File: src/rtl/plid_pkg.sv
// shared types, widths and codes for the positional list block
// no dependencies
package plid_pkg;

  // list size and derived widths
  localparam int CAPACITY  = 16;
  localparam int EntryW    = 16;
  localparam int CntW      = $clog2(CAPACITY + 1);
  localparam int IdxW      = $clog2(CAPACITY);
  localparam int FuncW     = 3;
  localparam int PosW      = 5;
  localparam int StatusW   = 2;
  localparam int CntFieldW = 5;
  localparam int CmpW      = ((CntW > PosW) ? CntW : PosW) + 1;

  typedef logic [EntryW-1:0]    entry_t;
  typedef logic [CntW-1:0]      cnt_t;
  typedef logic [IdxW-1:0]      idx_t;
  typedef logic [FuncW-1:0]     func_t;
  typedef logic [PosW-1:0]      pos_t;
  typedef logic [StatusW-1:0]   status_t;
  typedef logic [CntFieldW-1:0] cnt_field_t;
  typedef logic [CmpW-1:0]      cmp_t;

  // request codes
  localparam func_t FUNC_INS_FRONT = 3'd0;
  localparam func_t FUNC_INS_END   = 3'd1;
  localparam func_t FUNC_INS_POS   = 3'd2;
  localparam func_t FUNC_DEL_POS   = 3'd3;
  localparam func_t FUNC_READ      = 3'd4;

  // result status codes
  localparam status_t ST_OK     = 2'd0;
  localparam status_t ST_FULL   = 2'd1;
  localparam status_t ST_BADPOS = 2'd2;

  // command broadcast to every cell
  typedef struct packed {
    logic   ins;
    logic   del;
    idx_t   idx;
    entry_t value;
  } cmd_t;

  // per-request outcome from the controller
  typedef struct packed {
    status_t status;
    cnt_t    count;
    logic    take;
  } res_t;

endpackage

File: src/rtl/positional_list_insert_delete.sv
// Positional list of up to CAPACITY 16-bit entries with insert at front, end or position,
// delete at position and read at position. One request is taken every clock cycle unless the
// output stalls; its result appears in the output register on the next cycle. All slots sit
// in a row of cells that shift together on the edge that takes the request; a new beat is
// taken whenever the output register is empty or being drained in the same cycle.
// Depends on plid_pkg, plid_ctrl and plid_cell.
module positional_list_insert_delete (
  input  logic                  clk_i,
  input  logic                  rst_ni,
  input  logic                  in_valid_i,
  output logic                  in_ready_o,
  input  plid_pkg::func_t       func_i,
  input  plid_pkg::pos_t        position_i,
  input  plid_pkg::entry_t      room_i,
  output logic                  out_valid_o,
  input  logic                  out_ready_i,
  output plid_pkg::status_t     status_o,
  output plid_pkg::cnt_field_t  entry_count_o,
  output plid_pkg::entry_t      read_value_o
);

  logic              fire;
  logic              out_valid_q;
  plid_pkg::cmd_t    cmd;
  plid_pkg::res_t    res;
  plid_pkg::entry_t  entries [plid_pkg::CAPACITY];
  plid_pkg::entry_t  rdata;
  plid_pkg::status_t status_q;
  plid_pkg::cnt_field_t count_q;
  plid_pkg::entry_t  read_value_q;

  assign in_ready_o = !out_valid_q || out_ready_i;
  assign fire       = in_valid_i && in_ready_o;

  plid_ctrl u_ctrl (
    .clk_i      (clk_i),
    .rst_ni     (rst_ni),
    .fire_i     (fire),
    .func_i     (func_i),
    .position_i (position_i),
    .room_i     (room_i),
    .cmd_o      (cmd),
    .res_o      (res)
  );

  // row of slots, each wired to its neighbours
  for (genvar k = 0; k < plid_pkg::CAPACITY; k++) begin : g_cell
    plid_pkg::entry_t left, right;
    if (k == 0) begin : g_first
      assign left = '0;
    end else begin : g_mid_l
      assign left = entries[k-1];
    end
    if (k == plid_pkg::CAPACITY - 1) begin : g_last
      assign right = '0;
    end else begin : g_mid_r
      assign right = entries[k+1];
    end
    plid_cell u_cell (
      .clk_i      (clk_i),
      .cell_idx_i (plid_pkg::idx_t'(k)),
      .cmd_i      (cmd),
      .left_i     (left),
      .right_i    (right),
      .entry_o    (entries[k])
    );
  end

  // entry at the requested slot, before any shift
  assign rdata = entries[cmd.idx];

  // output register control
  always_ff @(posedge clk_i or negedge rst_ni) begin
    if (!rst_ni) begin
      out_valid_q <= 1'b0;
    end else if (fire) begin
      out_valid_q <= 1'b1;
    end else if (out_ready_i) begin
      out_valid_q <= 1'b0;
    end
  end

  // result payload
  always_ff @(posedge clk_i) begin
    if (fire) begin
      status_q     <= res.status;
      count_q      <= plid_pkg::cnt_field_t'(res.count);
      read_value_q <= res.take ? rdata : '0;
    end
  end

  assign out_valid_o   = out_valid_q;
  assign status_o      = status_q;
  assign entry_count_o = count_q;
  assign read_value_o  = read_value_q;

endmodule

File: src/rtl/plid_cell.sv
// one list slot: holds an entry and shifts with its neighbours
// depends on plid_pkg
module plid_cell (
  input  logic            clk_i,
  input  plid_pkg::idx_t  cell_idx_i,
  input  plid_pkg::cmd_t  cmd_i,
  input  plid_pkg::entry_t left_i,
  input  plid_pkg::entry_t right_i,
  output plid_pkg::entry_t entry_o
);

  plid_pkg::entry_t entry_d, entry_q;

  // insert moves later slots back, delete pulls later slots forward
  always_comb begin
    entry_d = entry_q;
    if (cmd_i.ins) begin
      if (cell_idx_i > cmd_i.idx) begin
        entry_d = left_i;
      end else if (cell_idx_i == cmd_i.idx) begin
        entry_d = cmd_i.value;
      end
    end else if (cmd_i.del) begin
      if (cell_idx_i >= cmd_i.idx) begin
        entry_d = right_i;
      end
    end
  end

  // payload only, no reset
  always_ff @(posedge clk_i) begin
    entry_q <= entry_d;
  end

  assign entry_o = entry_q;

endmodule

File: src/rtl/plid_ctrl.sv
// request decode, range checks and entry count for the positional list
// depends on plid_pkg
module plid_ctrl (
  input  logic              clk_i,
  input  logic              rst_ni,
  input  logic              fire_i,
  input  plid_pkg::func_t   func_i,
  input  plid_pkg::pos_t    position_i,
  input  plid_pkg::entry_t  room_i,
  output plid_pkg::cmd_t    cmd_o,
  output plid_pkg::res_t    res_o
);

  plid_pkg::cnt_t  count_d, count_q;
  plid_pkg::cmp_t  cnt_c, pos_c, pos_m1;
  plid_pkg::idx_t  idx;
  plid_pkg::status_t status;
  logic            full, ins_pos_ok, sel_pos_ok, ins, del, take;

  // decode the request and check it against the count
  always_comb begin
    cnt_c      = plid_pkg::cmp_t'(count_q);
    pos_c      = plid_pkg::cmp_t'(position_i);
    pos_m1     = pos_c - plid_pkg::cmp_t'(1);
    full       = (count_q == plid_pkg::cnt_t'(plid_pkg::CAPACITY));
    ins_pos_ok = (pos_c != '0) && (pos_c <= cnt_c + plid_pkg::cmp_t'(1));
    sel_pos_ok = (pos_c != '0) && (pos_c <= cnt_c);
    ins        = 1'b0;
    del        = 1'b0;
    take       = 1'b0;
    status     = plid_pkg::ST_OK;
    idx        = plid_pkg::idx_t'(pos_m1);
    unique case (func_i)
      plid_pkg::FUNC_INS_FRONT: begin
        if (full) begin
          status = plid_pkg::ST_FULL;
        end else begin
          ins = 1'b1;
          idx = '0;
        end
      end
      plid_pkg::FUNC_INS_END: begin
        if (full) begin
          status = plid_pkg::ST_FULL;
        end else begin
          ins = 1'b1;
          idx = plid_pkg::idx_t'(count_q);
        end
      end
      plid_pkg::FUNC_INS_POS: begin
        if (full) begin
          status = plid_pkg::ST_FULL;
        end else if (!ins_pos_ok) begin
          status = plid_pkg::ST_BADPOS;
        end else begin
          ins = 1'b1;
        end
      end
      plid_pkg::FUNC_DEL_POS: begin
        if (!sel_pos_ok) begin
          status = plid_pkg::ST_BADPOS;
        end else begin
          del  = 1'b1;
          take = 1'b1;
        end
      end
      plid_pkg::FUNC_READ: begin
        if (!sel_pos_ok) begin
          status = plid_pkg::ST_BADPOS;
        end else begin
          take = 1'b1;
        end
      end
      default: begin
        status = plid_pkg::ST_BADPOS;
      end
    endcase
  end

  // count after this request
  always_comb begin
    count_d = count_q;
    if (ins) begin
      count_d = count_q + plid_pkg::cnt_t'(1);
    end else if (del) begin
      count_d = count_q - plid_pkg::cnt_t'(1);
    end
  end

  always_ff @(posedge clk_i or negedge rst_ni) begin
    if (!rst_ni) begin
      count_q <= '0;
    end else if (fire_i) begin
      count_q <= count_d;
    end
  end

  // shift command goes out only on an accepted beat
  assign cmd_o.ins    = ins & fire_i;
  assign cmd_o.del    = del & fire_i;
  assign cmd_o.idx    = idx;
  assign cmd_o.value  = room_i;
  assign res_o.status = status;
  assign res_o.count  = count_d;
  assign res_o.take   = take;

endmodule

File: config.mk
export PLATFORM = sky130hd
export DESIGN_NAME = positional_list_insert_delete
export DESIGN_NICKNAME = d
export VERILOG_FILES = /design/src/rtl/plid_pkg.sv /design/src/rtl/positional_list_insert_delete.sv /design/src/rtl/plid_cell.sv /design/src/rtl/plid_ctrl.sv
export SDC_FILE = /design/constraint.sdc
export NUM_CORES = 1
export LEC_CHECK = 0
export BUFFER_PORTS_ARGS = -buffer_cell sky130_fd_sc_hd__buf_4
export CAP_MARGIN = 20
export CELL_PAD_IN_SITES_DETAIL_PLACEMENT = 1
export CELL_PAD_IN_SITES_GLOBAL_PLACEMENT = 2
export CORE_MARGIN = 8
export CORE_UTILIZATION = 47
export CTS_BUF_LIST = sky130_fd_sc_hd__clkbuf_4
export DETAILED_ROUTE_END_ITERATION = 16
export GPL_TIMING_DRIVEN = 0
export MAX_ROUTING_LAYER = met4
export PLACE_DENSITY = 0.85
export REMOVE_ABC_BUFFERS = 1
export SLEW_MARGIN = 25
export SYNTH_ARGS = -nofsm -noshare
export SYNTH_HDL_FRONTEND = slang
export SYNTH_SLANG_ARGS = --single-unit
File: constraint.sdc
create_clock -name clk_i -period 9.55 [get_ports clk_i]
set_input_delay 0.4775 -clock clk_i [delete_from_list [all_inputs] [get_ports clk_i]]
set_output_delay 0.4775 -clock clk_i [all_outputs]
set_load 0.02 [all_outputs]
* Word level (Yosys, flattened, before mapping)
Index checks and enable logic that the tools add are counted.
Word-level totals: output and inout port bits 25, bits in registers 285
Operators by class: reductions and logical operators 44, magnitude comparators 35, bitwise operators 3, mux-type cells 102, equal/unequal tests 36, $add $sub $neg 4
Operators with widths (number):
- 16-bit two-way mux | 82
- 16-bit binary-select mux with 4-bit select | 1
- 3-bit by 1-bit != test with 1-bit output (second input constant) | 16
- 3-bit AND reduction | 16
- 2-bit nonzero test | 18
- 4-bit equality test (first input constant) | 8
- 4-bit greater-or-equal comparator (first input constant) | 8
- 4-bit greater-than comparator (first input constant) | 8
- 3-bit by 4-bit equality test with 1-bit output (first input constant) | 4
- 3-bit by 4-bit greater-or-equal comparator with 1-bit output (first input constant) | 4
- 3-bit by 4-bit greater-than comparator with 1-bit output (first input constant) | 4
- 5-bit two-way mux | 2
- 1-bit two-way mux | 9
- 2-bit by 4-bit equality test with 1-bit output (first input constant) | 2
- 1-bit by 4-bit greater-or-equal comparator with 1-bit output (first input constant) | 2
- 2-bit by 4-bit greater-or-equal comparator with 1-bit output (first input constant) | 2
- 1-bit by 4-bit greater-than comparator with 1-bit output (first input constant) | 2
- 2-bit by 4-bit greater-than comparator with 1-bit output (first input constant) | 2
- 4-bit two-way mux | 2
- 4-bit case mux with 2 select lines | 1
- 5-bit by 1-bit adder with 6-bit output (second input constant) | 1
- 3-bit by 2-bit equality test with 1-bit output (second input constant) | 2
- 5-bit by 6-bit less-or-equal comparator with 1-bit output | 1
- 2-bit two-way mux | 3
- other kinds (20) | 24

* Depth between registers and ports, before layout
depth after elaboration 9, depth in mapped cells 13, mapped depth without buffers 10

* By module
A second synthesis with hierarchy kept.
Unflattened totals: cells, all modules 2715, area, all modules 25702.2 um^2
Modules (own cells, without submodules):
- plid_cell (g_cell[0].u_cell ...) | area each 1350.0 um^2, times used 12, sequential area each 480.5 um^2, cells an instance 143
- plid_cell (g_cell[6].u_cell ...) | area each 1347.5 um^2, times used 4, sequential area each 480.5 um^2, cells an instance 143
- positional_list_insert_delete | area each 3045.4 um^2, times used 1, sequential area each 715.7 um^2, cells an instance 292
- plid_ctrl | area each 1066.0 um^2, times used 1, sequential area each 125.1 um^2, cells an instance 135

* Worst setup path after synthesis
No wires, ideal clock.
kind register -> register, start register u_ctrl.count_q[0], end register g_cell[3].u_cell.entry_q[0] (enable), setup slack 5.334 ns, data required time 9.120 ns, setup time 0.430 ns, stages on the path, launching flop included 12, arrival 3.785 ns, path through dfrtp_1 ha_1 nand3_1 xnor2_1 ha_1 nand3_1 o21bai_1 a31o_2 a21o_1 clkbuf_1 o21ai_2 nor4_1
On the way: word-level cells in the longest chain between the ends 9
Ends and longest elaborated chain:
- start, declared | line plid_ctrl.sv:14 | plid_pkg::cnt_t count_d, count_q;
- start signal, assigned | line plid_ctrl.sv:94 | count_q <= count_d;
- 5-bit by 1-bit adder with 6-bit output | line plid_ctrl.sv:26 | ins_pos_ok = (pos_c != '0) && (pos_c <= cnt_c + plid_pkg::cmp_t'(1));
- 5-bit by 6-bit less-or-equal comparator with 1-bit output | line plid_ctrl.sv:26
- 1-bit logical AND | line plid_ctrl.sv:26
- 1-bit two-way mux | line plid_ctrl.sv:53 | end else if (!ins_pos_ok) begin
- 1-bit two-way mux | line plid_ctrl.sv:51 | if (full) begin
- 1-bit case mux with 2 select lines | line plid_ctrl.sv:33 | unique case (func_i)
- 1-bit AND | line plid_ctrl.sv:99 | assign cmd_o.ins = ins & fire_i;
- 3-bit by 1-bit != test with 1-bit output (no source line) or 2-bit nonzero test (tied branches)
- 3-bit AND reduction (no source line) (*)
- end signal, assigned | line plid_cell.sv:32 | entry_q <= entry_d;
- end, declared | line plid_cell.sv:12 | plid_pkg::entry_t entry_d, entry_q;
Mark *: on every way between the ends. The rest lies on a longest branch, timed or not. A chain may end at the register's enable or synchronous reset.

* Worst setup path after layout
start register u_ctrl.count_q[3], end register g_cell[15].u_cell.entry_q[10] (enable)
On the way: word-level cells in the longest chain between the ends 9
Ends and longest elaborated chain (line):
- 5-bit by 1-bit adder with 6-bit output | plid_ctrl.sv:26
- 5-bit by 6-bit less-or-equal comparator with 1-bit output | plid_ctrl.sv:26
- 1-bit logical AND | plid_ctrl.sv:26
- 1-bit two-way mux | plid_ctrl.sv:53
- 1-bit two-way mux | plid_ctrl.sv:51
- 1-bit case mux with 2 select lines | plid_ctrl.sv:33
- 1-bit AND | plid_ctrl.sv:99
- 3-bit by 1-bit != test with 1-bit output (no source line) or 2-bit nonzero test (tied branches)
- 3-bit AND reduction (no source line) (*)
- end signal, assigned | plid_cell.sv:32
- end, declared | plid_cell.sv:12
Marked as above.

==> impl_results.html <==
<table>
<tr><th>Metric</th><th>Value</th></tr>
<tr><th colspan="2">Worst hold path</th></tr>
<tr><td>Launch instance of the worst min-delay path</td><td>out_ready_i</td></tr>
<tr><td>Worst hold-check path type</td><td>in -&gt; reg</td></tr>
<tr><td>Hold Crit Endpoint</td><td>out_valid_o</td></tr>
<tr><td>Hold depth</td><td>3</td></tr>
<tr><th colspan="2">Final layout</th></tr>
<tr><td>Final core occ</td><td>55.22%</td></tr>
<tr><td>Fillcell total</td><td>3907</td></tr>
<tr><td>Layout cells sized above 1</td><td>17.87%</td></tr>
<tr><td>Final nets</td><td>between 1500 and 2000</td></tr>
<tr><td>P&amp;R area growth vs syn</td><td>16.46%</td></tr>
<tr><td>Final instance count without filler cells</td><td>roughly 2200</td></tr>
<tr><th colspan="2">Detailed routing</th></tr>
<tr><td>DRC errors left</td><td>0</td></tr>
<tr><td>Routed vias</td><td>14090</td></tr>
<tr><td>Remaining antenna violation count after routing</td><td>0</td></tr>
<tr><td>Total routed wirelength</td><td>57.47 mm</td></tr>
<tr><td>Average detailed-routed wire length per instance</td><td>25.74 um</td></tr>
<tr><td>Drt pass-1 iters</td><td>8</td></tr>
<tr><td>Count of routing violations after the opening detailed-route iteration</td><td>1045</td></tr>
<tr><td>Drt via density</td><td>6.310</td></tr>
<tr><th colspan="2">Timing</th></tr>
<tr><td>Final setup viols</td><td>0</td></tr>
<tr><td>Setup repair after global routing missed its margin</td><td>false</td></tr>
<tr><td>Final period demand of the worst path</td><td>4.612 ns</td></tr>
<tr><td>Final max-slew violation count</td><td>0</td></tr>
<tr><td>Post-route fraction of the period consumed by the critical path</td><td>48.29%</td></tr>
<tr><td>Final hold vios</td><td>0</td></tr>
<tr><td>Worst Clk Skew</td><td>0.03207 ns</td></tr>
<tr><td>Tightest slew margin relative to the limit</td><td>26.74%</td></tr>
<tr><td>Worst path setup slack after routing</td><td>4.938 ns</td></tr>
<tr><td>Post-route setup TNS</td><td>0 ns</td></tr>
<tr><td>Highest clock frequency the design can meet</td><td>216.8 MHz</td></tr>
<tr><td>Actual slew at the worst max-slew pin</td><td>between 1 and 1.5 ns</td></tr>
<tr><th colspan="2">Synthesis</th></tr>
<tr><td>Count of yosys warnings during synthesis</td><td>0</td></tr>
<tr><td>Share of synthesized area occupied by flip-flops and latches</td><td>49.48%</td></tr>
<tr><td>Portion of synthesized cell area occupied by the leading cell type</td><td>48.61%</td></tr>
<tr><td>#FFs+latches synth</td><td>roughly 290</td></tr>
<tr><td>Synth async-reset ratio</td><td>under 10%</td></tr>
<tr><td>Most frequent cell after synthesis</td><td>sky130_fd_sc_hd__nand2_1</td></tr>
<tr><td>Number of enable flip-flop cells after synthesis</td><td>between 200 and 300</td></tr>
<tr><td>Post-synth top area cell</td><td>sky130_fd_sc_hd__edfxtp_1</td></tr>
<tr><td>Post-synthesis cell area</td><td>0.01723 sq mm</td></tr>
<tr><td>Flip-flop cell with the highest count after synthesis</td><td>sky130_fd_sc_hd__edfxtp_1</td></tr>
<tr><td>Ranking of synthesized cells by area</td><td>sky130_fd_sc_hd__edfxtp_1 (49%), sky130_fd_sc_hd__mux2i_1 (16%), sky130_fd_sc_hd__nand2_1 (6.9%)</td></tr>
<tr><td>Synthesized area per cell</td><td>between 10 and 15 sq um</td></tr>
<tr><td>Cells after synthesis</td><td>roughly 1700</td></tr>
<tr><td>Commonest cells in the netlist</td><td>sky130_fd_sc_hd__nand2_1 (316), sky130_fd_sc_hd__edfxtp_1 (279), sky130_fd_sc_hd__mux2i_1 (272)</td></tr>
<tr><td>Netlist cell types</td><td>67</td></tr>
<tr><th colspan="2">Global routing</th></tr>
<tr><td>Largest net degree at the start of global routing</td><td>74</td></tr>
<tr><td>All-layer global routing usage</td><td>26.92%</td></tr>
<tr><td>Wire length of the first global-routing pass</td><td>87.95 mm</td></tr>
<tr><td>Initial antenna violation count</td><td>2</td></tr>
<tr><td>Grt total ovfl</td><td>0</td></tr>
<tr><td>Via count of the first global-routing pass</td><td>14600</td></tr>
<tr><th colspan="2">Placed design</th></tr>
<tr><td>Cell Count Post-Placement</td><td>2086</td></tr>
<tr><td>HPWL reported at the end of detailed placement</td><td>38.45 mm</td></tr>
<tr><td>Final Wtd Congestion</td><td>between 0.7 and 0.8</td></tr>
<tr><td>Pre-CTS WS</td><td>4.977 ns</td></tr>
<tr><td>Port Buffers</td><td>52</td></tr>
<tr><th colspan="2">Clocking</th></tr>
<tr><td>Root buf cell</td><td>sky130_fd_sc_hd__clkbuf_4</td></tr>
<tr><td>Number of H-tree branching levels</td><td>3</td></tr>
<tr><td>Clk slew on worst S/H paths</td><td>0.06 ns</td></tr>
<tr><td>Clock buffer count from CTS</td><td>82</td></tr>
<tr><td>Number of buffers between clock root and the deepest sink</td><td>3</td></tr>
<tr><td>Post-CTS setup-driven buffer insertion count</td><td>0</td></tr>
<tr><td>Clk Latency, worst-skew pair</td><td>0.76 ns</td></tr>
<tr><td>Gates resized, CTS repair</td><td>0</td></tr>
<tr><td>Clock tree from TritonCTS</td><td>done</td></tr>
<tr><td>Count of clock tree sinks</td><td>285</td></tr>
<tr><td>Total of hold buffers inserted after clock tree synthesis</td><td>4</td></tr>
<tr><th colspan="2">Die</th></tr>
<tr><td>Die Area</td><td>~0.043 sq mm</td></tr>
<tr><td>Starting utilization of the core area</td><td>a little under half</td></tr>
<tr><td>Overall die width</td><td>207.5 um</td></tr>
<tr><td>Core region area</td><td>0.03635 sq mm</td></tr>
<tr><td>Number of top-level design ports</td><td>53</td></tr>
<tr><td># rows</td><td>70</td></tr>
<tr><td>Die Y</td><td>207.5 um</td></tr>
<tr><th colspan="2">Worst setup path</th></tr>
<tr><td>Reg-to-reg critical path endpoint</td><td>g_cell[15].u_cell.entry_o[10]</td></tr>
<tr><td>Setup slack on the worst flop-to-flop path</td><td>4.94 ns</td></tr>
<tr><td>Type of origin of the critical path</td><td>flip-flop</td></tr>
<tr><td>Reg2Reg Depth</td><td>8</td></tr>
<tr><td>Worst EP required</td><td>9.83 ns</td></tr>
<tr><td>Type of the worst setup path</td><td>reg -&gt; reg</td></tr>
<tr><td>Worst setup path start</td><td>u_ctrl.count_q[3]</td></tr>
<tr><td>Source of the worst register-to-register timing path</td><td>u_ctrl.count_q[3]</td></tr>
<tr><td>Data arrival at the endpoint of the critical path</td><td>4.90 ns</td></tr>
<tr><td>Critical Path Fanout Max</td><td>17</td></tr>
<tr><td>Kind of end point of the critical path</td><td>flip-flop</td></tr>
<tr><th colspan="2">Power and ir drop</th></tr>
<tr><td>VDD IR max</td><td>82.80 uV</td></tr>
<tr><td>Pwr/cell area</td><td>200.3 mW/mm^2</td></tr>
<tr><td>Reported leakage power</td><td>8.365 nW</td></tr>
<tr><th colspan="2">Run</th></tr>
<tr><td>Max-capacitance violation count</td><td>0</td></tr>
<tr><th colspan="2">Run status</th></tr>
<tr><td>Run status</td><td>complete, no violations</td></tr>
</table>
-- power by group --
group | internal, mW | switching, mW | total, mW
Combinational | 0.478 | 0.733 | 1.21
Sequential | 1.55 | 0.0895 | 1.64
Clock | 0.606 | 0.561 | 1.17
Total | 2.64 | 1.38 | 4.02
-- flip-flops by register name, summed over array words and instances, names as in the netlist --
name                   flops
entry_count_o              5
out_valid_o                1
read_value_o              16
status_o                   2
u_ctrl.count_q             5
g_cell.u_cell.entry_o    256
-- cell usage in the layout (no fill, tap or decap), types with 13 or more instances in the layout --
| cell type | n |
|---|---|
| sky130_fd_sc_hd__or4_1 | 16 |
| sky130_fd_sc_hd__a221oi_1 | 42 |
| sky130_fd_sc_hd__buf_16 | 38 |
| sky130_fd_sc_hd__ha_1 | 14 |
| sky130_fd_sc_hd__a21oi_1 | 70 |
| sky130_fd_sc_hd__clkbuf_4 | 122 |
| sky130_fd_sc_hd__nor2_4 | 13 |
| sky130_fd_sc_hd__nor3b_1 | 16 |
| sky130_fd_sc_hd__mux2i_1 | 272 |
| sky130_fd_sc_hd__a211oi_1 | 36 |
| sky130_fd_sc_hd__nand2_1 | 314 |
| sky130_fd_sc_hd__edfxtp_1 | 279 |
| sky130_fd_sc_hd__and3_1 | 37 |
| sky130_fd_sc_hd__o21ai_1 | 17 |
| sky130_fd_sc_hd__clkinv_1 | 15 |
| sky130_fd_sc_hd__buf_4 | 61 |
| sky130_fd_sc_hd__o21ai_0 | 212 |
| sky130_fd_sc_hd__nand3_1 | 14 |
| sky130_fd_sc_hd__mux2_2 | 17 |
-- routing by layer --
layer | vias to the layer above | part of all wire, % | track usage, %
li1 | 6349 | - | -
met1 | 7155 | 45 | 35.48
met2 | 468 | 46 | 41.07
met3 | 118 | 6.3 | 4.846
met4 | 0 | 2.7 | 10.23
met5 | - | 0 | -
-- layout make-up --
class / instances / area [sq um] / area share [%]
repair buffers: 119 / 1743 / 8.684
multi-input cells: 1207 / 8149 / 40.60
inverters: 11 / 42.54 / 0.2120
diodes: 2 / 5.005 / 0.02494
flip-flops and latches: 285 / 8528 / 42.49
clock buffers: 122 / 915.9 / 4.563
clock inverters: 19 / 101.3 / 0.5050
well taps: 468 / 585.6 / 2.918
-- cell families after synthesis --
| logic type | Yosys count | synth area share, % |
|---|---|---|
| compound gates | 426 | 14.91 |
| xor+xnor | 10 | 0.5082 |
| fa+ha+maj | 14 | 1.016 |
| buf+inv | 160 | 4.567 |
| flops | 285 | 49.48 |
| mux | 289 | 16.91 |
| simple gates | 468 | 12.60 |
-- worst max-delay path: stages (launching register included) --
cell	delay, ns
sky130_fd_sc_hd__dfrtp_1	0.48
sky130_fd_sc_hd__clkinv_1	0.27
sky130_fd_sc_hd__ha_1	0.37
sky130_fd_sc_hd__nand3_1	0.09
sky130_fd_sc_hd__o21bai_1	0.16
sky130_fd_sc_hd__a21oi_1	0.75
sky130_fd_sc_hd__nor3_1	0.33
sky130_fd_sc_hd__o21ai_4	0.90
sky130_fd_sc_hd__inv_1	0.78
-- worst max path at each step --
stage / endpoint / slack (ns) / depth (start not counted)
CTS: g_cell[15].u_cell.entry_o[3] / 4.93 / 8
detailed placement: g_cell[15].u_cell.entry_o[11] / 4.98 / 8
global route: g_cell[15].u_cell.entry_o[11] / 4.70 / 8
finish: g_cell[15].u_cell.entry_o[10] / 4.94 / 8
global placement: g_cell[1].u_cell.entry_o[15] / -18.13 / 9
floorplan: g_cell[0].u_cell.entry_o[0] / -9.26 / 9
-- through the flow --
stage	area, sq um	power, mW	hold slack (ns)
after global routing	20070	4.214	0.07885
after CTS	20070	4.045	0.01429
after detailed placement	19010	2.866	0.2936
after global placement	17460	2.853	0.2934
final	20070	4.021	0.09203
after floorplan	16490	2.451	0.1819
Power figures use the tool's default switching activity.
